===== src/hw/rtl/lcdms_pkg.sv =====
// ----------------------------------------------------------------------------
// lcdms_pkg
// types and constants shared by the lcd mode and line sequencer
// ----------------------------------------------------------------------------
package lcdms_pkg;

	localparam int TICK_W  = 10;
	localparam int LINE_W  = 8;
	localparam int TOTAL_W = 32;
	localparam int MODE_W  = 2;
	localparam int M_W     = 4;
	localparam int T_W     = 8;
	localparam int CFG_IDX_W  = 3;
	localparam int CFG_DATA_W = 10;

	localparam logic [TICK_W-1:0] TICK_MAX = '1;

	// display modes
	localparam logic [MODE_W-1:0] MODE_HBLANK   = 2'd0;
	localparam logic [MODE_W-1:0] MODE_VBLANK   = 2'd1;
	localparam logic [MODE_W-1:0] MODE_SEARCH   = 2'd2;
	localparam logic [MODE_W-1:0] MODE_TRANSFER = 2'd3;

	// register indexes
	localparam logic [CFG_IDX_W-1:0] REG_HBLANK_END   = 3'd0;
	localparam logic [CFG_IDX_W-1:0] REG_SEARCH_END   = 3'd1;
	localparam logic [CFG_IDX_W-1:0] REG_TRANSFER_END = 3'd2;
	localparam logic [CFG_IDX_W-1:0] REG_VBLANK_LINE  = 3'd3;
	localparam logic [CFG_IDX_W-1:0] REG_LAST_VISIBLE = 3'd4;
	localparam logic [CFG_IDX_W-1:0] REG_LAST_FRAME   = 3'd5;

	typedef struct packed {
		logic [TICK_W-1:0] hblank_end_ticks;
		logic [TICK_W-1:0] search_end_ticks;
		logic [TICK_W-1:0] transfer_end_ticks;
		logic [TICK_W-1:0] vblank_line_ticks;
		logic [LINE_W-1:0] last_visible_line;
		logic [LINE_W-1:0] last_frame_line;
	} cfg_t;

	localparam cfg_t CFG_RESET = '{
		hblank_end_ticks:   10'd203,
		search_end_ticks:   10'd80,
		transfer_end_ticks: 10'd172,
		vblank_line_ticks:  10'd456,
		last_visible_line:  8'd143,
		last_frame_line:    8'd153
	};

	typedef struct packed {
		logic [MODE_W-1:0]  mode;
		logic [LINE_W-1:0]  line;
		logic [TICK_W-1:0]  ticks;
		logic [TOTAL_W-1:0] machine_total;
		logic [TOTAL_W-1:0] clock_total;
	} seq_state_t;

endpackage


===== src/hw/rtl/lcd_mode_line_sequencer.sv =====
// ----------------------------------------------------------------------------
// lcd_mode_line_sequencer
// lcd mode and line sequencer driven by retired instruction costs
// ----------------------------------------------------------------------------
// path: accepted words pass the input register, then the state register
// throughput: one word per cycle when the output does not stall; the state
//   feeds back through one step of adds and compares and so sets the rate
// reset: arst_n clears the state, the totals and both valid flags at once,
//   and loads the registers with their default thresholds
module lcd_mode_line_sequencer import lcdms_pkg::*; (
	input  logic                  clk,
	input  logic                  arst_n,
	// configuration write port
	input  logic                  cfg_we,
	input  logic [CFG_IDX_W-1:0]  cfg_index,
	input  logic [CFG_DATA_W-1:0] cfg_data,
	// instruction cost words
	input  logic                  in_valid,
	output logic                  in_stall,
	input  logic [M_W-1:0]        m_cycles,
	input  logic [T_W-1:0]        t_cycles,
	// result words
	output logic                  out_valid,
	input  logic                  out_stall,
	output logic [MODE_W-1:0]     mode,
	output logic [LINE_W-1:0]     line,
	output logic [TICK_W-1:0]     line_ticks,
	output logic [TOTAL_W-1:0]    total_machine,
	output logic [TOTAL_W-1:0]    total_clock
);

	cfg_t             cfg_q;
	seq_state_t       state_q;
	seq_state_t       state_nxt;
	logic             valid_s1;
	logic [M_W-1:0]   m_s1;
	logic [T_W-1:0]   t_s1;
	logic             out_valid_q;
	logic             advance;
	logic             in_take;

	// configuration registers, unknown indexes are dropped
	always_ff @(posedge clk or negedge arst_n) begin
		if (!arst_n) begin
			cfg_q <= CFG_RESET;
		end else if (cfg_we) begin
			unique case (cfg_index)
				REG_HBLANK_END:   cfg_q.hblank_end_ticks   <= cfg_data;
				REG_SEARCH_END:   cfg_q.search_end_ticks   <= cfg_data;
				REG_TRANSFER_END: cfg_q.transfer_end_ticks <= cfg_data;
				REG_VBLANK_LINE:  cfg_q.vblank_line_ticks  <= cfg_data;
				REG_LAST_VISIBLE: cfg_q.last_visible_line  <= cfg_data[LINE_W-1:0];
				REG_LAST_FRAME:   cfg_q.last_frame_line    <= cfg_data[LINE_W-1:0];
				default: ;
			endcase
		end
	end

	// the input stage moves on whenever the result register is free or drains
	assign advance  = valid_s1 && (!out_valid_q || !out_stall);
	assign in_stall = valid_s1 && !advance;
	assign in_take  = in_valid && !in_stall;

	// input register
	always_ff @(posedge clk or negedge arst_n) begin
		if (!arst_n) begin
			valid_s1 <= 1'b0;
		end else if (in_take) begin
			valid_s1 <= 1'b1;
		end else if (advance) begin
			valid_s1 <= 1'b0;
		end
	end

	always_ff @(posedge clk) begin
		if (in_take) begin
			m_s1 <= m_cycles;
			t_s1 <= t_cycles;
		end
	end

	lcdms_step u_step (
		.cfg      (cfg_q),
		.cur      (state_q),
		.m_cycles (m_s1),
		.t_cycles (t_s1),
		.nxt      (state_nxt)
	);

	// the sequencer state doubles as the result register: it only steps when
	// the previous result has gone, so the shown word holds while stalled
	always_ff @(posedge clk or negedge arst_n) begin
		if (!arst_n) begin
			state_q     <= '0;
			out_valid_q <= 1'b0;
		end else begin
			if (advance) begin
				state_q     <= state_nxt;
				out_valid_q <= 1'b1;
			end else if (!out_stall) begin
				out_valid_q <= 1'b0;
			end
		end
	end

	assign out_valid     = out_valid_q;
	assign mode          = state_q.mode;
	assign line          = state_q.line;
	assign line_ticks    = state_q.ticks;
	assign total_machine = state_q.machine_total;
	assign total_clock   = state_q.clock_total;

endmodule


===== src/hw/rtl/lcdms_step.sv =====
// ----------------------------------------------------------------------------
// lcdms_step
// next-state logic of the sequencer for one instruction word
// ----------------------------------------------------------------------------
module lcdms_step import lcdms_pkg::*; (
	input  cfg_t             cfg,
	input  seq_state_t       cur,
	input  logic [M_W-1:0]   m_cycles,
	input  logic [T_W-1:0]   t_cycles,
	output seq_state_t       nxt
);

	logic [TICK_W:0]   tick_sum;
	logic [TICK_W-1:0] ticks_sat;
	logic [LINE_W-1:0] line_inc;

	assign tick_sum  = {1'b0, cur.ticks} + {{(TICK_W+1-M_W){1'b0}}, m_cycles};
	assign ticks_sat = tick_sum[TICK_W] ? TICK_MAX : tick_sum[TICK_W-1:0];
	assign line_inc  = cur.line + LINE_W'(1);

	always_comb begin
		nxt.mode          = cur.mode;
		nxt.line          = cur.line;
		nxt.ticks         = ticks_sat;
		nxt.machine_total = cur.machine_total + {{(TOTAL_W-M_W){1'b0}}, m_cycles};
		nxt.clock_total   = cur.clock_total + {{(TOTAL_W-T_W){1'b0}}, t_cycles};
		unique case (cur.mode)
			MODE_HBLANK: begin
				if (ticks_sat > cfg.hblank_end_ticks) begin
					nxt.mode  = (cur.line == cfg.last_visible_line) ? MODE_VBLANK : MODE_SEARCH;
					nxt.ticks = '0;
					nxt.line  = line_inc;
				end
			end
			MODE_VBLANK: begin
				if (ticks_sat >= cfg.vblank_line_ticks) begin
					nxt.ticks = '0;
					if (cur.line == cfg.last_frame_line) begin
						nxt.mode          = MODE_SEARCH;
						nxt.line          = '0;
						nxt.machine_total = '0;
					end else begin
						nxt.line = line_inc;
					end
				end
			end
			MODE_SEARCH: begin
				if (ticks_sat > cfg.search_end_ticks) begin
					nxt.mode  = MODE_TRANSFER;
					nxt.ticks = '0;
				end
			end
			default: begin
				if (ticks_sat > cfg.transfer_end_ticks) begin
					nxt.mode  = MODE_HBLANK;
					nxt.ticks = '0;
				end
			end
		endcase
	end

endmodule


===== config.mk =====
export PLATFORM = sky130hd
export DESIGN_NAME = lcd_mode_line_sequencer
export DESIGN_NICKNAME = d
export VERILOG_FILES = /design/src/hw/rtl/lcdms_pkg.sv /design/src/hw/rtl/lcd_mode_line_sequencer.sv /design/src/hw/rtl/lcdms_step.sv
export SDC_FILE = /design/constraint.sdc
export NUM_CORES = 1
export LEC_CHECK = 0
export ABC_CLOCK_PERIOD_IN_PS = 7350
export BUFFER_PORTS_ARGS = -buffer_cell sky130_fd_sc_hd__buf_2
export CAP_MARGIN = 25
export CORE_MARGIN = 1.5
export CORE_UTILIZATION = 50
export CTS_CLUSTER_DIAMETER = 30
export DETAILED_ROUTE_END_ITERATION = 12
export PLACE_DENSITY = 0.71
export SETUP_SLACK_MARGIN = 0.4
export SYNTH_ARGS = -nofsm -noshare
export SYNTH_HDL_FRONTEND = slang
export SYNTH_SLANG_ARGS = --single-unit

===== constraint.sdc =====
create_clock -name clk -period 7.35 [get_ports clk]
set_input_delay 1.1025 -clock clk [delete_from_list [all_inputs] [get_ports clk]]
set_output_delay 1.1025 -clock clk [all_outputs]
set_load 0.005 [all_outputs]

==> results.sh <==
export IMPL_met1Wirelength_um=8860
export IMPL_ys_warnings_count=0
export IMPL_hold_ws_ns=0.467
export IMPL_syn_to_final_growth_pct=17.5
export IMPL_p_leak_nw=4.75
export IMPL_crit_arrival_ns=4.59
export IMPL_vias=6258
export IMPL_post_cts_buffers=0
export IMPL_setup_viol=0
export IMPL_ios=116
export IMPL_clk_pin_slew_ns=0.06
export IMPL_syn_inst=824
export IMPL_start_kind="flip-flop"
export IMPL_ys_flop_type="dfrtp_1"
export IMPL_ff2ff_setup_slack_ns=3.08
export IMPL_cts_tree="done"
export IMPL_die_h_um=132
export IMPL_io_buffers=115
export IMPL_cts_buffer_depth=2
export IMPL_setup_tns_ns=0
export IMPL_wl_per_cell_um=16.1
export IMPL_wirelength_um=19000
export IMPL_hold_end="total_clock[31]$_DFFE_PN0P_"
export IMPL_clock_latency_ns=0.44
export IMPL_synth_seq_cells=154
export IMPL_slew_violations=0
export IMPL_timing_rr_end="line[7]$_DFFE_PN0P_"
export IMPL_synth_async_reset_ratio_pct=92.2
export IMPL_routabilityCongestion=0.877
export IMPL_hold_buffers=0
export IMPL_synthesis_nets=914
export IMPL_hold_path_startpoint="total_clock[31]$_DFFE_PN0P_"
export IMPL_rr_worst_depth=15
export IMPL_postRouteAntennaNets=0
export IMPL_viasPerCell=5.31
export IMPL_timing_fmax_ghz=0.234
export IMPL_critPathMaxFanout=10
export IMPL_rsz0062_at_grt="false"
export IMPL_p_per_area_nw_per_um2=343
export IMPL_endpoint_kind="flip-flop"
export IMPL_globalRouteTotalUtil_pct=22.7
export IMPL_drcViolationCount=0
export IMPL_top_layer="met4"
export IMPL_syn_avg_cell_area_um2=10.1
export IMPL_clock_sinks=154
export IMPL_grt_pass1_wl_um=31200
export IMPL_wl_met3_um=695
export IMPL_clock_root_buffer="clkbuf_16"
export IMPL_antenna_found_initial=0
export IMPL_dieArea_um2=17400
export IMPL_dp_final_hpwl_um=13500
export IMPL_synth_area_leaders="dfrtp_1 35%, ha_1 8.6%, dfstp_2 7.6%"
export IMPL_max_slew_margin_rel_pct=38.2
export IMPL_syn_area_um2=8330
export IMPL_dr_pass1_iters=6
export IMPL_grt_pass1_vias=6064
export IMPL_grt_ovfl_total=0
export IMPL_fin_crit_sh_pct=58.1
export IMPL_tightest_slew_ns=0.927
export IMPL_hp_class="reg -> reg"
export IMPL_nets=1035
export IMPL_start_util_pct=50.8
export IMPL_vdd_ir_drop_worst_mv=0.207
export IMPL_synth_edf_count=12
export IMPL_grt_max_degree=73
export IMPL_max_cap_viol_count=0
export IMPL_yosysUniqueCellTypes=60
export IMPL_ctsResizeCount=0
export IMPL_netlist_area_leader_share_pct=35.5
export IMPL_wl_met2_um=8940
export IMPL_status="finished, final reports clean"
export IMPL_fin_cells=1178
export IMPL_drt_iter0_drc=350
export IMPL_fp_coreArea_um2=16400
export IMPL_path_class="reg -> reg"
export IMPL_worst_ep_required_time_ns=7.66
export IMPL_layout_min_cycle_time_ns=4.27
export IMPL_layout_drive_gt1_share_pct=23.7
export IMPL_worstReg2RegStart="line_ticks[0]$_DFFE_PN0P_"
export IMPL_holdPathStages=1
export IMPL_rows=47
export IMPL_final_util_pct=59.7
export IMPL_synth_top_area_cell="dfrtp_1"
export IMPL_fin_worst_skew_ns=0.0117
export IMPL_h_tree_depth=4
export IMPL_place_inst=1146
export IMPL_n_antenna_cell=0
export IMPL_seq_area_frac_synth_pct=47.3
export IMPL_fp_dieW_um=132
export IMPL_finalHoldViolations=0
export IMPL_cts_buffers=17
-- worst max-delay path, cell delays in order, from the launching register on --
cell	delay (ns)
dfrtp_1	0.40
ha_1	0.23
fa_1	0.41
a21o_1	0.20
a21oi_1	0.27
nor2b_1	0.14
and3_1	0.21
or2_2	0.36
ha_1	0.32
nand4_1	0.12
or4_4	0.54
nand3_1	0.09
a21o_1	0.08
o31a_1	0.37
nor2b_1	0.17
a22o_1	0.23
-- worst max path at each step --
stage | start | to | slack (ns) | depth (start not counted)
6_report | line_ticks[0]$_DFFE_PN0P_ | line[7]$_DFFE_PN0P_ | 3.08 | 15
5_1_grt | m_s1[0]$_DFFE_PP_ | line_ticks[0]$_DFFE_PN0P_ | 2.81 | 15
4_1_cts | line_ticks[0]$_DFFE_PN0P_ | line[7]$_DFFE_PN0P_ | 3.10 | 15
3_5_place_dp | m_s1[0]$_DFFE_PP_ | line[7]$_DFFE_PN0P_ | 3.15 | 15
3_3_place_gp | line_ticks[0]$_DFFE_PN0P_ | mode[0]$_DFFE_PN0P_ | 3.20 | 15
2_1_floorplan | line_ticks[0]$_DFFE_PN0P_ | line[6]$_DFFE_PN0P_ | 3.54 | 14
-- state kept, by name (all words and copies together), names as in the netlist --
name,count
cfg_q,56
total_clock,32
total_machine,32
line_ticks,10
line,8
t_s1,8
m_s1,4
mode,2
out_valid,1
valid_s1,1
-- kinds of logic after synthesis --
group | after synthesis | share of synthesized area, %
buf+inv | 73 | 3.53
flops | 154 | 47.3
mux | 31 | 4.19
compound gates | 134 | 10.3
xor+xnor | 78 | 8.20
simple gates | 294 | 17.2
fa+ha+maj | 60 | 9.28
-- cell type report --
cell class	count	area, um2
fill	1385	6620
multi-input combinational	597	4090
sequential	154	3940
timing repair buffer	121	627
clock buffer	20	489
tap	220	275
inverter	54	203
clock inverter	12	158
-- Yosys cell counts, drive strengths merged (24+ instances only) --
library cell,n
a21oi,26
dfrtp,118
dfstp,24
ha,57
inv,54
mux2,31
nand2,109
nand3,35
nor2,60
o21ai,57
xnor2,28
xor2,50
-- metrics by stage --
stage / power [mW] / worst slack, ns / instance area, um2
after floorplan: 2.04 / 3.54 / 8330
after global placement: 2.37 / 3.20 / 9140
after detailed placement: 2.41 / 3.15 / 9140
after CTS: 3.37 / 3.10 / 9790
after global routing: 3.60 / 2.81 / 9790
final: 3.36 / 3.08 / 9790
-- metal layers --
layer  vias to the layer above  GRT usage [%]
li1                       3089              -
met5                         -              0
met3                        35           4.65
met2                       136           35.8
met4                         0           9.94
met1                      2998           30.4
-- cell usage in the layout, fill, tap and decap left out, drive strengths merged, types with 4 or more instances in the layout --
master / instances
dfrtp: 118
nor3: 12
xnor2: 28
nand4: 21
or2: 5
nand3: 35
a211oi: 6
nand2b: 12
dfstp: 24
and4: 7
a22o: 5
and3: 9
inv: 56
nor2: 60
nor2b: 6
o21ai: 57
a21o: 15
nor4: 7
xor2: 50
ha: 57
a21oi: 26
buf: 121
and2: 6
o31ai: 6
mux2: 31
clkbuf: 20
clkinv: 4
nand2: 109
edfxtp: 12
-- where the power goes --
part	internal [mW]	total, mW	switching, mW
clock network	0.586	0.950	0.364
logic	0.514	1.21	0.695
registers	1.04	1.20	0.161
Power figures use the tool's default switching activity.
